[src/rtl/nns_pkg.sv]
// ----------------------------------------------------------------------------
// nns_pkg
// Shared types and fixed widths of the nearest-neighbour scaler.
// ----------------------------------------------------------------------------
package nns_pkg;

   localparam int SRC_W   = 9;
   localparam int DST_W   = 13;
   localparam int COORD_W = 12;
   localparam int CH_W    = 8;
   localparam int PIX_W   = 3 * CH_W;
   localparam int CSR_IDX_W  = 2;
   localparam int CSR_DATA_W = DST_W;

   localparam int NUM_W = SRC_W + DST_W + 2;
   localparam int DIV_W = DST_W + 1;
   localparam int CNT_W = $clog2(SRC_W);

   typedef enum logic {
      REQ_LOAD  = 1'b0,
      REQ_FETCH = 1'b1
   } req_kind_type;

   typedef enum logic [CSR_IDX_W-1:0] {
      CSR_SRC_ROWS = 2'd0,
      CSR_SRC_COLS = 2'd1,
      CSR_DST_ROWS = 2'd2,
      CSR_DST_COLS = 2'd3
   } csr_index_type;

   typedef enum logic [1:0] {
      MAP_IDLE,
      MAP_MUL,
      MAP_DIV
   } map_state_type;

   typedef enum logic [2:0] {
      ST_IDLE,
      ST_MAP,
      ST_ADDR,
      ST_WRITE,
      ST_READ,
      ST_DATA
   } ctl_state_type;

endpackage

[src/rtl/nns_map.sv]
// ----------------------------------------------------------------------------
// nns_map
// Bit-serial coordinate mapper: q = floor((2*d*s + dn) / (2*dn)), clamped to
// s-1. Shift-add multiply, then restoring divide, one bit per cycle each.
// ----------------------------------------------------------------------------
module nns_map (
   input  logic                        clock,
   input  logic                        reset,
   input  logic                        start,
   input  logic [nns_pkg::COORD_W-1:0] d,
   input  logic [nns_pkg::SRC_W-1:0]   s,
   input  logic [nns_pkg::DST_W-1:0]   dn,
   output logic                        done,
   output logic [nns_pkg::SRC_W-1:0]   q
);

   nns_pkg::map_state_type           state_ff, state_in;
   logic [nns_pkg::CNT_W-1:0]        cnt_ff, cnt_in;
   logic [nns_pkg::NUM_W-1:0]        acc_ff, acc_in;
   logic [nns_pkg::NUM_W-1:0]        mcand_ff, mcand_in;
   logic [nns_pkg::SRC_W-1:0]        mplier_ff, mplier_in;
   logic [nns_pkg::DIV_W-1:0]        rem_ff, rem_in;
   logic [nns_pkg::DIV_W-1:0]        dvs_ff, dvs_in;
   logic [nns_pkg::SRC_W-1:0]        nlo_ff, nlo_in;
   logic [nns_pkg::SRC_W-1:0]        quo_ff, quo_in;
   logic [nns_pkg::SRC_W-1:0]        s_ff, s_in;
   logic [nns_pkg::SRC_W-1:0]        q_ff, q_in;
   logic                             done_ff, done_in;

   logic [nns_pkg::NUM_W-1:0]        acc_sum;
   logic [nns_pkg::DIV_W:0]          trial;
   logic [nns_pkg::DIV_W:0]          diff;
   logic                             ge;
   logic [nns_pkg::SRC_W-1:0]        qfull;
   logic [nns_pkg::SRC_W-1:0]        s_max;
   logic                             last;

   always_ff @(posedge clock) begin
      if (reset) begin
         state_ff <= nns_pkg::MAP_IDLE;
         done_ff  <= 1'b0;
      end else begin
         state_ff <= state_in;
         done_ff  <= done_in;
      end
      cnt_ff    <= cnt_in;
      acc_ff    <= acc_in;
      mcand_ff  <= mcand_in;
      mplier_ff <= mplier_in;
      rem_ff    <= rem_in;
      dvs_ff    <= dvs_in;
      nlo_ff    <= nlo_in;
      quo_ff    <= quo_in;
      s_ff      <= s_in;
      q_ff      <= q_in;
   end

   always_comb begin
      acc_sum = mplier_ff[0] ? nns_pkg::NUM_W'(acc_ff + mcand_ff) : acc_ff;
      trial   = {rem_ff, nlo_ff[nns_pkg::SRC_W-1]};
      diff    = trial - {1'b0, dvs_ff};
      ge      = trial >= {1'b0, dvs_ff};
      qfull   = {quo_ff[nns_pkg::SRC_W-2:0], ge};
      s_max   = s_ff - nns_pkg::SRC_W'(1);
      last    = cnt_ff == nns_pkg::CNT_W'(nns_pkg::SRC_W - 1);

      state_in  = state_ff;
      cnt_in    = cnt_ff;
      acc_in    = acc_ff;
      mcand_in  = mcand_ff;
      mplier_in = mplier_ff;
      rem_in    = rem_ff;
      dvs_in    = dvs_ff;
      nlo_in    = nlo_ff;
      quo_in    = quo_ff;
      s_in      = s_ff;
      q_in      = q_ff;
      done_in   = 1'b0;

      unique case (state_ff)
         nns_pkg::MAP_IDLE: begin
            if (start) begin
               acc_in    = nns_pkg::NUM_W'(dn);
               mcand_in  = nns_pkg::NUM_W'({d, 1'b0});
               mplier_in = s;
               s_in      = s;
               dvs_in    = {dn, 1'b0};
               cnt_in    = '0;
               state_in  = nns_pkg::MAP_MUL;
            end
         end
         nns_pkg::MAP_MUL: begin
            acc_in    = acc_sum;
            mcand_in  = {mcand_ff[nns_pkg::NUM_W-2:0], 1'b0};
            mplier_in = {1'b0, mplier_ff[nns_pkg::SRC_W-1:1]};
            cnt_in    = cnt_ff + nns_pkg::CNT_W'(1);
            if (last) begin
               rem_in   = acc_sum[nns_pkg::NUM_W-2:nns_pkg::SRC_W];
               nlo_in   = acc_sum[nns_pkg::SRC_W-1:0];
               quo_in   = '0;
               cnt_in   = '0;
               state_in = nns_pkg::MAP_DIV;
            end
         end
         nns_pkg::MAP_DIV: begin
            rem_in = ge ? diff[nns_pkg::DIV_W-1:0] : trial[nns_pkg::DIV_W-1:0];
            nlo_in = {nlo_ff[nns_pkg::SRC_W-2:0], 1'b0};
            quo_in = qfull;
            cnt_in = cnt_ff + nns_pkg::CNT_W'(1);
            if (last) begin
               q_in     = (qfull > s_max) ? s_max : qfull;
               done_in  = 1'b1;
               state_in = nns_pkg::MAP_IDLE;
            end
         end
         default: begin
            state_in = nns_pkg::MAP_IDLE;
         end
      endcase
   end

   assign done = done_ff;
   assign q    = q_ff;

`ifndef ASSERT_OFF
   a_done_pulse: assert property (@(posedge clock) disable iff (reset)
      done_ff |=> !done_ff)
      else $error("mapper done held for more than one cycle");

   a_q_clamped: assert property (@(posedge clock) disable iff (reset)
      done_ff |-> q_ff < s_ff)
      else $error("mapped coordinate not below source size");
`endif

endmodule

[config.mk]
export PLATFORM = sky130hd
export DESIGN_NAME = nns_map
export DESIGN_NICKNAME = d
export VERILOG_FILES = /design/src/rtl/nns_pkg.sv /design/src/rtl/nns_map.sv
export SDC_FILE = /design/constraint.sdc
export NUM_CORES = 1
export LEC_CHECK = 0
export BUFFER_PORTS_ARGS = -buffer_cell sky130_fd_sc_hd__buf_2
export CAP_MARGIN = 20
export CORE_MARGIN = 1.5
export CORE_UTILIZATION = 35
export DETAILED_ROUTE_END_ITERATION = 7
export HOLD_SLACK_MARGIN = 0.02
export MAX_ROUTING_LAYER = met4
export PLACE_DENSITY = 0.55
export SETUP_SLACK_MARGIN = 0.15
export SLEW_MARGIN = 5
export SYNTH_ARGS = -nofsm -noshare
export SYNTH_HDL_FRONTEND = slang
export SYNTH_SLANG_ARGS = --single-unit
[constraint.sdc]
create_clock -name clock -period 3.73 [get_ports clock]
set_clock_uncertainty 0.1 [all_clocks]
set_input_delay 0.1865 -clock clock [delete_from_list [all_inputs] [get_ports clock]]
set_output_delay 0.1865 -clock clock [all_outputs]
set_load 0.03 [all_outputs]
==> impl_metrics.tcl <==
set metrics [dict create \
    outcome "complete, no violations" \
    boundaryPins 47 \
    avgSynthCellArea_sq_um 11.5 \
    ys_seq_elements 123 \
    pwr_density_cell_nw_per_um2 686 \
    ir_drop_mv 0.376 \
    gp_congestion 0.838 \
    slew_headroom_pct 41.6 \
    synthMuxAreaShare_pct 8.42 \
    antenna_found_initial 0 \
    yosysUniqueCellTypes 61 \
    synth_edf_count 120 \
    fmax_mhz 275 \
    critPathMaxFanout 4 \
    route.detailed.drc 0 \
    rsz0062_at_grt "true" \
    tns_ns 0 \
    clockPowerShare_pct 27.3 \
    endpoint_kind "flip-flop" \
    clk_latency_ns 0.42 \
    critical_path_class "reg2reg" \
    synthesis.area_sq_um 7140 \
    crit_slowest_cell "edfxtp_1" \
    cts_tree "built" \
    critPathMaxStageDelay_ns 0.41 \
    path_cells "ha_4 > fa_2 > nand2b_4 > a21boi_2 > o21ai_2 > a21oi_2 > a221o_1 > o32a_1 > inv_4 > ha_4 > nor2b_1 > o21a_1 > o21a_1 > o21a_1 > o21ai_1 > nand2b_1 > a21oi_2 > o31a_1 > buf_6 > mux2i_1" \
    synth_warnings 0 \
    synth_fa_ha_area_share_pct 9.32 \
    fp.dieArea_sq_um 21300 \
    die_width_um 146 \
    drt_pass1_iterations 4 \
    ys_top_cells_by_count "120 x edfxtp_1, 55 x nor2_1, 50 x ha_1" \
    htreeDepth 4 \
    synthArstFlopShare_pct 0 \
    syn_nets 709 \
    grt_pass1_vias 5200 \
    hold_class "in2reg" \
    core_sq_um 20100 \
    grt_pass1_wl_um 25900 \
    final_nets 809 \
    switching_share_pct 34.1 \
    numPortBuffers 46 \
    synthCells 620 \
    overflow 0 \
    cts.sinks 123 \
    fin_crit_ns 3.64 \
    r2r_start "dvs_ff[1]$_DFFE_PP_" \
    cts.clk_slew.worst_paths_ns 0.06 \
    synth_area_leaders "edfxtp_1 50%, ha_1 8.8%, mux2i_1 4.5%, mux2_2 3.9%, a21oi_1 3.2%" \
    synthXorXnorAreaFrac_pct 4.29 \
    via_count 4983 \
    startpoint_type "flip-flop" \
    slew_violations 0 \
    finalHoldViolCount 0 \
    p_sw_w 0.00206 \
    worst_pin_slew_ns 0.877 \
    cap_violations 0 \
    grt_use_total_pct 15.9 \
    start_util_pct 35.5 \
    synth_top_area_share_pct 50.4 \
    synthSimpleGateAreaFrac_pct 10.9 \
    fp.dieH_um 146 \
    min_from "s[8]" \
    power.leakage_nw 3.52 \
    wire_per_inst_um 15.6 \
    synth.largest_area_cell "edfxtp_1" \
    drt_wl_total_um 15700 \
    diodes 0 \
    drt_iter0_markers 196 \
    grt_max_degree 54 \
    synth_ff_type "edfxtp_1" \
    ant_nets 0 \
    hpwlAfterDp_um 11200 \
    period_share_pct 97.6 \
    synth_top_family_by_area "compound AO/OA/AOI/OAI gates" \
    syn_to_final_growth_pct 23.3 \
    rows 52 \
    required_ns 3.79 \
    drive_gt1_share_pct 20.7 \
    setup_viol 0 \
    synth_seq_area_share_pct 51.3 \
    pwr-share-seq_pct 34.8 \
    avgViaCountPerCell 4.97 \
    cts_root_buf "clkbuf_16" \
    synth-compound-area-share_pct 12.2 \
    power_frac_comb_pct 37.9 \
    clockBufferDepth 2 \
    startpoint "dvs_ff[1]$_DFFE_PP_" \
    cts_buffers 17 \
    intPower_w 0.00398 \
    critical_path_arrival_ns 3.70 \
    synth_most_common_cell "edfxtp_1" \
    fin_util_pct 43.8 \
    path_common_cell "o21a_1" \
]
-- flip-flops by register name, summed over array words and instances, names as in the netlist --
name / count
acc_ff: 23
cnt_ff: 4
done: 1
dvs_ff: 13
mcand_ff: 22
mplier_ff: 9
nlo_ff: 9
q: 9
quo_ff: 8
rem_ff: 14
s_ff: 9
state_ff: 2
-- kinds of logic (layout without fill, tap and decap cells) --
kind of cell               after synthesis  in the layout
and+or+nand+nor                        160            160
AOI/OAI and AO/OA                      130            130
DFF                                    123            123
buffers and inverters                   63            176
muxes                                   57             57
adders and majority gates               52             52
xor gates and xnor gates                35             35
-- per-layer routing --
layer  vias up  GRT usage [%]  share of wire (%)
met2        66           26.6                 50
met3        10           3.42                2.7
li1       2474              -                  -
met4         0           4.80                1.1
met1      2433           19.1                 47
met5         -              -                  0
-- critical path: cells and delay by family, from the launching register on --
kind | cells | cell delay (ns)
compound gates | 11 | 1.53
fa+ha+maj | 3 | 0.67
buf+inv | 2 | 0.20
flops | 1 | 0.41
mux | 1 | 0.12
simple gates | 3 | 0.34
-- timing repair --
action | in CTS | in global routing
pin swaps | 7 | 7
hold buffers | 36 | 0
gates cloned | 0 | 0
setup endpoints to repair | 9 | 9
gates resized for setup | 10 | 2
hold endpoints to repair | 51 | 0
buffers inserted | 1 | 1
-- power by group through the flow --
stage               Sequential [W]  Clock, W  Combinational, W
floorplan                  0.00207         0           0.00172
global placement           0.00213         0           0.00218
detailed placement         0.00213         0           0.00223
CTS                        0.00211   0.00168           0.00231
global route               0.00214   0.00174           0.00255
finish                     0.00211   0.00165           0.00229
-- cells in the final DEF, fill, tap and decap left out, drive strengths merged, types with 3 or more instances in the layout --
| cell | instances |
|---|---|
| o21ai | 21 |
| nand4b | 4 |
| o211ai | 5 |
| mux2i | 32 |
| ha | 50 |
| and2 | 14 |
| buf | 65 |
| edfxtp | 120 |
| bufinv | 3 |
| clkinvlp | 4 |
| xor2 | 14 |
| mux2 | 25 |
| a21oi | 48 |
| nor2b | 15 |
| nand2b | 5 |
| clkinv | 8 |
| o22ai | 3 |
| dlygate4sd3 | 36 |
| a211oi | 5 |
| clkbuf | 18 |
| a31oi | 5 |
| dfxtp | 3 |
| nand3 | 8 |
| nor3 | 9 |
| inv | 42 |
| and3 | 3 |
| xnor2 | 21 |
| o21a | 7 |
| a31o | 3 |
| o21bai | 5 |
| nor2 | 55 |
| or3 | 3 |
| nand2 | 33 |
| a21o | 11 |
-- per-stage QoR --
step / area (sq um) / hold WS, ns / setup slack, ns / power, W / std cells
6_report: 8810 / 0.398 / 0.0896 / 0.00605 / 1003
5_1_grt: 8810 / 0.399 / -0.0992 / 0.00643 / 1003
4_1_cts: 8790 / 0.388 / 0.0747 / 0.00609 / 1002
3_5_place_dp: 7800 / 0.281 / -0.0710 / 0.00436 / 933
3_3_place_gp: 7800 / 0.277 / -0.0127 / 0.00430 / 933
2_1_floorplan: 7180 / 0.159 / 0.106 / 0.00379 / 620
-- path summary, 6_finish.rpt --
kind	end	slack, ns	cells past startpoint
worst max-delay path	q[8]$_DFFE_PP_	0.09	20
worst min-delay path	s_ff[8]$_DFFE_PP_	0.40	2
worst max register to register	q[8]$_DFFE_PP_	0.09	20
worst min register to register	mplier_ff[2]$_DFFE_PP_	0.45	1
-- cell type report --
| cell class | count | area (sq um) |
|---|---|---|
| Inverter | 43 | 164 |
| Clock buffer | 18 | 429 |
| Tap cell | 270 | 338 |
| Timing Repair Buffer | 101 | 753 |
| Multi-Input combinational cell | 434 | 3310 |
| Sequential cell | 123 | 3660 |
| Fill cell | 1882 | 11300 |
| Clock inverter | 14 | 154 |
No activity file was read; power rests on OpenSTA's default activity.
